**config.mk**
```make
export PLATFORM = sky130hd
export DESIGN_NAME = dle_frame_deframer_unit
export DESIGN_NICKNAME = d
export VERILOG_FILES = /design/src/design/dfd_pkg.sv /design/src/design/dfd_classify.sv /design/src/design/dfd_queue.sv /design/src/design/dfd_engine.sv /design/src/design/dle_frame_deframer_unit.sv
export SDC_FILE = /design/constraint.sdc
export NUM_CORES = 1
export LEC_CHECK = 0
export BUFFER_PORTS_ARGS = -buffer_cell sky130_fd_sc_hd__buf_4
export CORE_MARGIN = 4
export CORE_UTILIZATION = 40
export CTS_CLUSTER_DIAMETER = 120
export DETAILED_ROUTE_END_ITERATION = 10
export HOLD_SLACK_MARGIN = 0.15
export RECOVER_POWER = 50
export SLEW_MARGIN = 20
export SYNTH_ARGS = -nofsm -noshare
export SYNTH_HDL_FRONTEND = slang
export SYNTH_SLANG_ARGS = --single-unit
```
**constraint.sdc**
```tcl
create_clock -name clk -period 3.1 [get_ports clk]
set_input_delay 0.31 -clock clk [delete_from_list [all_inputs] [get_ports clk]]
set_output_delay 0.31 -clock clk [all_outputs]
set_load 0.1 [all_outputs]
```
**src/design/dfd_pkg.sv**
```systemverilog
// Shared types and constants for the DLE STX / DLE ETX deframer.
// Used by the classifier, the token queue, the frame engine and the top level.
package dfd_pkg;

  localparam logic [7:0] CH_STX = 8'h02;
  localparam logic [7:0] CH_ETX = 8'h03;
  localparam logic [7:0] CH_DLE = 8'h10;

  localparam logic [15:0] MAX_LEN_RESET = 16'hFFFF;

  // Token queue between the classifier and the frame engine.
  localparam int QDEPTH = 2;
  localparam int QPTR_W = $clog2(QDEPTH);
  localparam int QCNT_W = $clog2(QDEPTH + 1);

  typedef enum logic [1:0] {
    CLS_DLE   = 2'd0,
    CLS_STX   = 2'd1,
    CLS_ETX   = 2'd2,
    CLS_OTHER = 2'd3
  } cls_t;

  typedef enum logic [1:0] {
    PH_WAIT_DLE = 2'd0,
    PH_WAIT_STX = 2'd1,
    PH_DATA     = 2'd2,
    PH_DATA_DLE = 2'd3
  } phase_t;

  typedef enum logic [2:0] {
    KIND_DATA     = 3'd0,
    KIND_END      = 3'd1,
    KIND_ABORT    = 3'd2,
    KIND_RESTART  = 3'd3,
    KIND_OVERFLOW = 3'd4
  } kind_t;

  typedef struct packed {
    logic [7:0] rx_byte;
    cls_t       cls;
    logic       buffer_ready;
  } token_t;

endpackage

```
**src/design/dfd_classify.sv**
```systemverilog
// Front end of the deframer: takes input beats and tags each byte as DLE, STX,
// ETX or other before it enters the token queue. Depends on dfd_pkg.
module dfd_classify (
  input  logic            in_valid,
  output logic            in_ready,
  input  logic [7:0]      in_rx_byte,
  input  logic            in_buffer_ready,
  input  logic            q_full,
  output logic            push,
  output dfd_pkg::token_t push_tok
);

  dfd_pkg::cls_t cls;

  always_comb begin
    case (in_rx_byte)
      dfd_pkg::CH_DLE: cls = dfd_pkg::CLS_DLE;
      dfd_pkg::CH_STX: cls = dfd_pkg::CLS_STX;
      dfd_pkg::CH_ETX: cls = dfd_pkg::CLS_ETX;
      default:         cls = dfd_pkg::CLS_OTHER;
    endcase
  end

  assign in_ready              = !q_full;
  assign push                  = in_valid && !q_full;
  assign push_tok.rx_byte      = in_rx_byte;
  assign push_tok.cls          = cls;
  assign push_tok.buffer_ready = in_buffer_ready;

endmodule

```
**src/design/dfd_queue.sv**
```systemverilog
// Short token queue that decouples the classifier from the frame engine.
// Depends on dfd_pkg for the token type and the depth constants.
module dfd_queue (
  input  logic            clk,
  input  logic            rst_n,
  input  logic            push,
  input  dfd_pkg::token_t push_tok,
  output logic            full,
  input  logic            pop,
  output logic            q_valid,
  output dfd_pkg::token_t q_tok
);

  dfd_pkg::token_t mem [dfd_pkg::QDEPTH];

  logic [dfd_pkg::QPTR_W-1:0] wr_ptr_r, wr_ptr_nxt;
  logic [dfd_pkg::QPTR_W-1:0] rd_ptr_r, rd_ptr_nxt;
  logic [dfd_pkg::QCNT_W-1:0] count_r, count_nxt;

  assign full    = (count_r == dfd_pkg::QCNT_W'(dfd_pkg::QDEPTH));
  assign q_valid = (count_r != '0);
  assign q_tok   = mem[rd_ptr_r];

  always_comb begin
    wr_ptr_nxt = wr_ptr_r;
    rd_ptr_nxt = rd_ptr_r;
    count_nxt  = count_r;
    if (push) begin
      wr_ptr_nxt = (wr_ptr_r == dfd_pkg::QPTR_W'(dfd_pkg::QDEPTH - 1)) ? '0
                   : wr_ptr_r + dfd_pkg::QPTR_W'(1);
    end
    if (pop) begin
      rd_ptr_nxt = (rd_ptr_r == dfd_pkg::QPTR_W'(dfd_pkg::QDEPTH - 1)) ? '0
                   : rd_ptr_r + dfd_pkg::QPTR_W'(1);
    end
    if (push && !pop) begin
      count_nxt = count_r + dfd_pkg::QCNT_W'(1);
    end else if (pop && !push) begin
      count_nxt = count_r - dfd_pkg::QCNT_W'(1);
    end
  end

  always_ff @(posedge clk) begin
    if (!rst_n) begin
      wr_ptr_r <= '0;
      rd_ptr_r <= '0;
      count_r  <= '0;
    end else begin
      wr_ptr_r <= wr_ptr_nxt;
      rd_ptr_r <= rd_ptr_nxt;
      count_r  <= count_nxt;
    end
  end

  always_ff @(posedge clk) begin
    if (push) begin
      mem[wr_ptr_r] <= push_tok;
    end
  end

endmodule

```
**src/design/dfd_engine.sv**
```systemverilog
// Back end of the deframer: the frame state machine, the payload byte count
// and the registered result stage. Depends on dfd_pkg.
module dfd_engine (
  input  logic            clk,
  input  logic            rst_n,
  input  logic [15:0]     max_len,
  input  logic            q_valid,
  input  dfd_pkg::token_t q_tok,
  output logic            pop,
  output logic            out_valid,
  input  logic            out_ready,
  output logic [2:0]      out_kind,
  output logic [7:0]      out_data_byte,
  output logic [15:0]     out_frame_length
);

  dfd_pkg::phase_t phase_r, phase_nxt;
  logic [15:0]     count_r, count_nxt;
  logic            out_valid_r, out_valid_nxt;
  dfd_pkg::kind_t  out_kind_r;
  logic [7:0]      out_data_byte_r;
  logic [15:0]     out_frame_length_r;

  logic            take;
  logic            store;
  logic            emit;
  dfd_pkg::kind_t  emit_kind;
  logic [7:0]      emit_data;
  logic [15:0]     emit_len;

  always_comb begin
    take      = q_valid && (!out_valid_r || out_ready);
    phase_nxt = phase_r;
    count_nxt = count_r;
    store     = 1'b0;
    emit      = 1'b0;
    emit_kind = dfd_pkg::KIND_DATA;
    emit_data = '0;
    emit_len  = '0;
    if (take) begin
      case (phase_r)
        dfd_pkg::PH_WAIT_DLE: begin
          if (q_tok.cls == dfd_pkg::CLS_DLE) begin
            phase_nxt = dfd_pkg::PH_WAIT_STX;
          end
        end
        dfd_pkg::PH_WAIT_STX: begin
          // A frame opens only when a receive buffer is on hand.
          if (q_tok.cls == dfd_pkg::CLS_STX && q_tok.buffer_ready) begin
            count_nxt = '0;
            phase_nxt = dfd_pkg::PH_DATA;
          end else begin
            phase_nxt = dfd_pkg::PH_WAIT_DLE;
          end
        end
        dfd_pkg::PH_DATA: begin
          if (q_tok.cls == dfd_pkg::CLS_DLE) begin
            phase_nxt = dfd_pkg::PH_DATA_DLE;
          end else begin
            store = 1'b1;
          end
        end
        dfd_pkg::PH_DATA_DLE: begin
          case (q_tok.cls)
            dfd_pkg::CLS_DLE: begin
              store = 1'b1;
            end
            dfd_pkg::CLS_STX: begin
              // Restart keeps the buffer already held.
              count_nxt = '0;
              phase_nxt = dfd_pkg::PH_DATA;
              emit      = 1'b1;
              emit_kind = dfd_pkg::KIND_RESTART;
            end
            dfd_pkg::CLS_ETX: begin
              phase_nxt = dfd_pkg::PH_WAIT_DLE;
              emit      = 1'b1;
              emit_kind = dfd_pkg::KIND_END;
              emit_len  = count_r;
            end
            default: begin
              phase_nxt = dfd_pkg::PH_WAIT_DLE;
              emit      = 1'b1;
              emit_kind = dfd_pkg::KIND_ABORT;
            end
          endcase
        end
        default: begin
          phase_nxt = dfd_pkg::PH_WAIT_DLE;
        end
      endcase
      if (store) begin
        emit = 1'b1;
        if (count_r < max_len) begin
          count_nxt = count_r + 16'd1;
          phase_nxt = dfd_pkg::PH_DATA;
          emit_kind = dfd_pkg::KIND_DATA;
          emit_data = q_tok.rx_byte;
        end else begin
          phase_nxt = dfd_pkg::PH_WAIT_DLE;
          emit_kind = dfd_pkg::KIND_OVERFLOW;
        end
      end
    end
    if (take) begin
      out_valid_nxt = emit;
    end else begin
      out_valid_nxt = out_valid_r && !out_ready;
    end
  end

  always_ff @(posedge clk) begin
    if (!rst_n) begin
      phase_r     <= dfd_pkg::PH_WAIT_DLE;
      count_r     <= '0;
      out_valid_r <= 1'b0;
    end else begin
      phase_r     <= phase_nxt;
      count_r     <= count_nxt;
      out_valid_r <= out_valid_nxt;
    end
  end

  always_ff @(posedge clk) begin
    if (take && emit) begin
      out_kind_r         <= emit_kind;
      out_data_byte_r    <= emit_data;
      out_frame_length_r <= emit_len;
    end
  end

  assign pop              = take;
  assign out_valid        = out_valid_r;
  assign out_kind         = out_kind_r;
  assign out_data_byte    = out_data_byte_r;
  assign out_frame_length = out_frame_length_r;

  // A byte seen while hunting for the opening DLE never yields a result.
  a_wait_dle_silent: assert property (@(posedge clk) disable iff (!rst_n)
    take && phase_r == dfd_pkg::PH_WAIT_DLE |=> !out_valid_r)
    else $error("result produced while waiting for DLE");

  // A held result blocks the queue.
  a_no_take_on_stall: assert property (@(posedge clk) disable iff (!rst_n)
    out_valid_r && !out_ready |-> !take)
    else $error("token consumed while the result stage is stalled");

  // A restart leaves an empty frame in the data phase.
  a_restart_clears: assert property (@(posedge clk) disable iff (!rst_n)
    take && phase_r == dfd_pkg::PH_DATA_DLE && q_tok.cls == dfd_pkg::CLS_STX
    |=> count_r == '0 && phase_r == dfd_pkg::PH_DATA)
    else $error("restart did not clear the frame");

  // Only frame ends carry a length, only data beats carry a byte.
  a_fields_zero: assert property (@(posedge clk) disable iff (!rst_n)
    out_valid_r |-> (out_kind_r == dfd_pkg::KIND_END || out_frame_length_r == '0)
                 && (out_kind_r == dfd_pkg::KIND_DATA || out_data_byte_r == '0))
    else $error("unused result field not zero");

endmodule

```
**src/design/dle_frame_deframer_unit.sv**
```systemverilog
// Top level of the DLE STX / DLE ETX byte-stuffed deframer.
// Instantiates dfd_classify, dfd_queue and dfd_engine; depends on dfd_pkg.
//
//   Channel  Direction  Beat contents
//   in_      sink       rx_byte, buffer_ready
//   out_     source     kind, data_byte, frame_length
//   cfg_     sink       max_frame_length
//
// One byte is accepted per cycle when the output is taken every cycle.
// A result passes through the two-entry token queue and then the frame engine's
// result register before it appears.
// Reset is synchronous and active low; the maximum length returns to 65535.
// An output stall holds the result register and fills the queue; in_ready
// falls once both queue entries are occupied.
module dle_frame_deframer_unit (
  input  logic        clk,
  input  logic        rst_n,
  input  logic        in_valid,
  output logic        in_ready,
  input  logic [7:0]  in_rx_byte,
  input  logic        in_buffer_ready,
  output logic        out_valid,
  input  logic        out_ready,
  output logic [2:0]  out_kind,
  output logic [7:0]  out_data_byte,
  output logic [15:0] out_frame_length,
  input  logic        cfg_valid,
  output logic        cfg_ready,
  input  logic [15:0] cfg_max_frame_length
);

  logic [15:0]     max_len_r;
  logic            q_full;
  logic            push;
  dfd_pkg::token_t push_tok;
  logic            pop;
  logic            q_valid;
  dfd_pkg::token_t q_tok;

  assign cfg_ready = 1'b1;

  always_ff @(posedge clk) begin
    if (!rst_n) begin
      max_len_r <= dfd_pkg::MAX_LEN_RESET;
    end else if (cfg_valid) begin
      max_len_r <= cfg_max_frame_length;
    end
  end

  dfd_classify u_classify (
    .in_valid        (in_valid),
    .in_ready        (in_ready),
    .in_rx_byte      (in_rx_byte),
    .in_buffer_ready (in_buffer_ready),
    .q_full          (q_full),
    .push            (push),
    .push_tok        (push_tok)
  );

  dfd_queue u_queue (
    .clk      (clk),
    .rst_n    (rst_n),
    .push     (push),
    .push_tok (push_tok),
    .full     (q_full),
    .pop      (pop),
    .q_valid  (q_valid),
    .q_tok    (q_tok)
  );

  dfd_engine u_engine (
    .clk              (clk),
    .rst_n            (rst_n),
    .max_len          (max_len_r),
    .q_valid          (q_valid),
    .q_tok            (q_tok),
    .pop              (pop),
    .out_valid        (out_valid),
    .out_ready        (out_ready),
    .out_kind         (out_kind),
    .out_data_byte    (out_data_byte),
    .out_frame_length (out_frame_length)
  );

endmodule

```
==> impl_metrics.py <==
metrics = {
    "sta": {
        "skew_ns": 0.00585,
        "finalCriticalPeriod_ns": 2.54,
        "timing.final.max_slew_violations": 0,
        "timing.final.setup_violations": 0,
        "timing.slew.headroom_pct": 20.5,
        "worstMarginPinSlew_ns": 1.20,
        "finalHoldWorstSlack_ns": 0.163,
        "report.final.hold_viol_count": 0,
        "finalSetupTns_ns": 0,
        "fin_crit_sh_pct": 82.1,
        "grt_setup_unrepaired": "false",
        "fmaxAchievable_mhz": 393,
    },
    "setup_path": {
        "r2r.worst_path.cells": 8,
        "worstSetupEndpointType": "flip-flop",
        "timing.critical_path.fanout_max": 8,
        "path_delay_family": "simple AND/OR/NAND/NOR gates",
        "cp_slowest_stage_delay_ns": 0.44,
        "worst_r2r_startpoint": "u_engine.count_r[15]",
        "crit_path_top_delay_cell": "sky130_fd_sc_hd__or3_1",
        "path_cells": "ha_1 > nand4_2 > or3_1 > or3_1 > nand4_1 > buf_4 > nor2_1 > o221a_1",
        "worstPathArrival_ns": 2.80,
        "cp_num_buf_inv": 1,
        "crit-reg2reg-capture": "u_engine.count_r[13]",
        "path_class": "reg -> reg",
        "timing.critical_path.required_ns": 3.35,
        "setup.worst_path.start_class": "flip-flop",
        "timing.critical_path.mode_cell": "sky130_fd_sc_hd__or3_1",
        "regToRegSetupSlack_ns": 0.56,
    },
    "floorplanning": {
        "design.portCount": 60,
        "die_height_um": 109,
        "row_count": 36,
        "core_footprint_um2": 9860,
        "start_util_pct": 41.3,
        "dieWidth_um": 109,
        "fp.dieArea_um2": 11900,
    },
    "synth": {
        "seq_area_frac_synth_pct": 55.8,
        "synthFlopType": "sky130_fd_sc_hd__edfxtp_1",
        "synth.largest_area_cell": "sky130_fd_sc_hd__edfxtp_1",
        "netlist_area_um2": 4070,
        "number_of_synthesized_flops_with_an_enable_pin": 49,
        "netlist_top_cells_area": "sky130_fd_sc_hd__edfxtp_1 36%, sky130_fd_sc_hd__dfxtp_1 20%, sky130_fd_sc_hd__ha_1 6.1%",
        "synth_top_area_share_pct": 36.1,
        "synth.net_count": 428,
        "synthesized_flop_and_latch_total": 89,
        "ys_async_sr_fraction_pct": 0,
        "yosysWarningCount": 0,
        "avg_inst_size_synth_um2": 10.8,
        "postSynthCellCount": 378,
        "synth_cell_types": 54,
    },
    "final_layout": {
        "layout_common_cells": "49 x sky130_fd_sc_hd__edfxtp_1, 44 x sky130_fd_sc_hd__nand2_1, 40 x sky130_fd_sc_hd__dfxtp_1, 38 x sky130_fd_sc_hd__clkbuf_1",
        "share_of_layout_cells_above_drive_strength_1_pct": 12.4,
        "finalNonFillerCells": 586,
        "antenna_cells": 0,
        "area.growth.synth_to_final_pct": 18.0,
        "layout_commonest_cell": "sky130_fd_sc_hd__edfxtp_1",
        "design.final.nets": 498,
    },
    "clocking": {
        "clock_insertion_delay_worst_skew_ns": 0.36,
        "setup_fix_bufs_post_cts": 0,
        "cts_tree": "built",
        "cts.htree.levels": 3,
        "cts_max_path_buffers": 2,
        "cts-buffers-inserted": 9,
        "clk_transition_reported_paths_ns": 0.09,
        "clock-sinks": 89,
        "clk_root_buffer_cell": "sky130_fd_sc_hd__clkbuf_8",
    },
    "placed_design": {
        "place_inst": 561,
        "hpwlAfterDp_mm": 6.13,
        "place_congestion": 0.805,
        "port_buffer_count": 58,
    },
    "route": {
        "drt_first_iter_violations": 164,
        "detail_route.vias_per_cell": 5.01,
        "drt-pass1-iter-count": 4,
        "final_antenna_net_count": 0,
        "via_count": 2935,
        "route.detailed.drc": 0,
        "detail_route.wl_per_cell_um": 14.5,
        "totalWireLength_mm": 8.49,
    },
    "pwr": {
        "static-leakage-power_nw": 1.87,
        "power.total_w": 0.00263,
        "vdd.ir_drop.worst_mv": 0.353,
        "power.density_nw_per_um2": 548,
    },
    "run_status": {
        "status": "completed",
    },
    "global_route": {
        "grt_first_pass_wirelength_mm": 13.8,
        "global_route.usage.total_pct": 15.2,
        "grt.overflow.total": 0,
        "grt_start_max_net_pins": 34,
        "grt_pass1_vias": 2814,
        "antenna_found_initial": 0,
    },
    "min_path": {
        "timing.hold.worst.start": "cfg_max_frame_length[13]",
        "worst_hold_path.endpoint": "max_len_r[13]",
        "whs_path_depth": 3,
        "hp-class": "in -> reg",
    },
    "flow_run": {
        "maxCapViolCount": 0,
    },
}
worst reg2reg max path: cells and delay by family (launching register included):
family                     cells  cell delay (ns)
AOI/OAI and AO/OA              1             0.24
adders and majority gates      1             0.34
buffers and inverters          1             0.21
DFF                            1             0.36
and+or+nand+nor                5             1.30
timing repair:
item,in CTS,in global routing
hold buffers,6,3
hold endpoints to repair,12,6
resized for setup,0,0
layout make-up:
| type | instances | area [um^2] |
|---|---|---|
| sequential | 89 | 2270 |
| tap | 133 | 166 |
| fill | 946 | 5060 |
| timing repair buffer | 76 | 454 |
| inverter | 22 | 82.6 |
| clock inverter | 6 | 67.6 |
| multi-input combinational | 250 | 1640 |
| clock buffer | 10 | 128 |
layer usage:
layer | global-route usage, % | up-vias | wire length, um
li1 | - | 1498 | -
met1 | 18.7 | 1376 | 3780
met2 | 25.5 | 49 | 4200
met3 | 4.38 | 12 | 372
met4 | 5.14 | 0 | 131
met5 | 0 | - | 0
cell families (layout without fill, tap and decap cells):
| logic type | Yosys count | count (layout) | synth area share [%] |
|---|---|---|---|
| other cells | 1 | 1 | 0.0921 |
| mux | 16 | 16 | 3.99 |
| flops | 89 | 89 | 55.8 |
| simple gates | 139 | 139 | 16.8 |
| buf+inv | 39 | 114 | 4.02 |
| fa+ha+maj | 20 | 20 | 6.14 |
| compound gates | 68 | 68 | 11.8 |
| xor+xnor | 6 | 6 | 1.29 |
synth_stat cells, types with 3 or more instances:
library cell                n
sky130_fd_sc_hd__a31o_2     3
sky130_fd_sc_hd__nand2b_1   5
sky130_fd_sc_hd__xnor2_1    3
sky130_fd_sc_hd__a211oi_1   3
sky130_fd_sc_hd__edfxtp_1  49
sky130_fd_sc_hd__nand2_1   44
sky130_fd_sc_hd__or2_2      3
sky130_fd_sc_hd__a31oi_1    3
sky130_fd_sc_hd__inv_1     20
sky130_fd_sc_hd__ha_1      20
sky130_fd_sc_hd__nor3_1     9
sky130_fd_sc_hd__nand4_1    4
sky130_fd_sc_hd__a21oi_1   14
sky130_fd_sc_hd__o211ai_1  16
sky130_fd_sc_hd__and2_1    17
sky130_fd_sc_hd__xor2_1     3
sky130_fd_sc_hd__dfxtp_1   40
sky130_fd_sc_hd__or3_1      4
sky130_fd_sc_hd__and3_1     4
sky130_fd_sc_hd__mux2i_1   14
sky130_fd_sc_hd__o32ai_1    3
sky130_fd_sc_hd__nor2_1    29
sky130_fd_sc_hd__o21ai_0    7
sky130_fd_sc_hd__clkbuf_1  12
sky130_fd_sc_hd__o21a_1     4
sky130_fd_sc_hd__nand3_1   10
per-stage QoR:
stage                     area, um^2  util, %  setup WS, ns
after floorplan                 4070        -         0.475
after global placement          4660     47.2         0.628
after detailed placement        4660     47.2         0.587
after CTS                       4920     49.8         0.567
after global routing            4810     48.7         0.327
final                           4810     48.7         0.555
where the power goes:
part | switching, W | internal [W]
registers | 0.0000361 | 0.00132
logic | 0.000298 | 0.000172
clock network | 0.000426 | 0.000376
total | 0.000760 | 0.00187
state kept, by name, indices dropped and copies added (netlist names), named ones only:
name and flops:
max_len_r 16, u_engine.count_r 16, u_engine.out_data_byte 8, u_engine.out_frame_length 16, u_engine.out_kind 3, u_engine.out_valid 1, u_engine.phase_r 2, u_queue.count_r 2
u_queue.mem 22, u_queue.rd_ptr_r 1, u_queue.wr_ptr_r 1
how the worst max path moves through the flow:
stage | end | cells after the start | start | slack, ns
after floorplan | u_queue.count_r[1] | 8 | u_engine.out_valid | 0.47
after global placement | u_engine.count_r[13] | 9 | max_len_r[15] | 0.63
after detailed placement | u_engine.count_r[13] | 8 | u_engine.count_r[15] | 0.59
after CTS | u_engine.count_r[13] | 8 | u_engine.count_r[15] | 0.57
after global routing | u_engine.count_r[15] | 8 | u_engine.count_r[7] | 0.33
final | u_engine.count_r[13] | 8 | u_engine.count_r[15] | 0.56
Power figures use the tool's default switching activity.
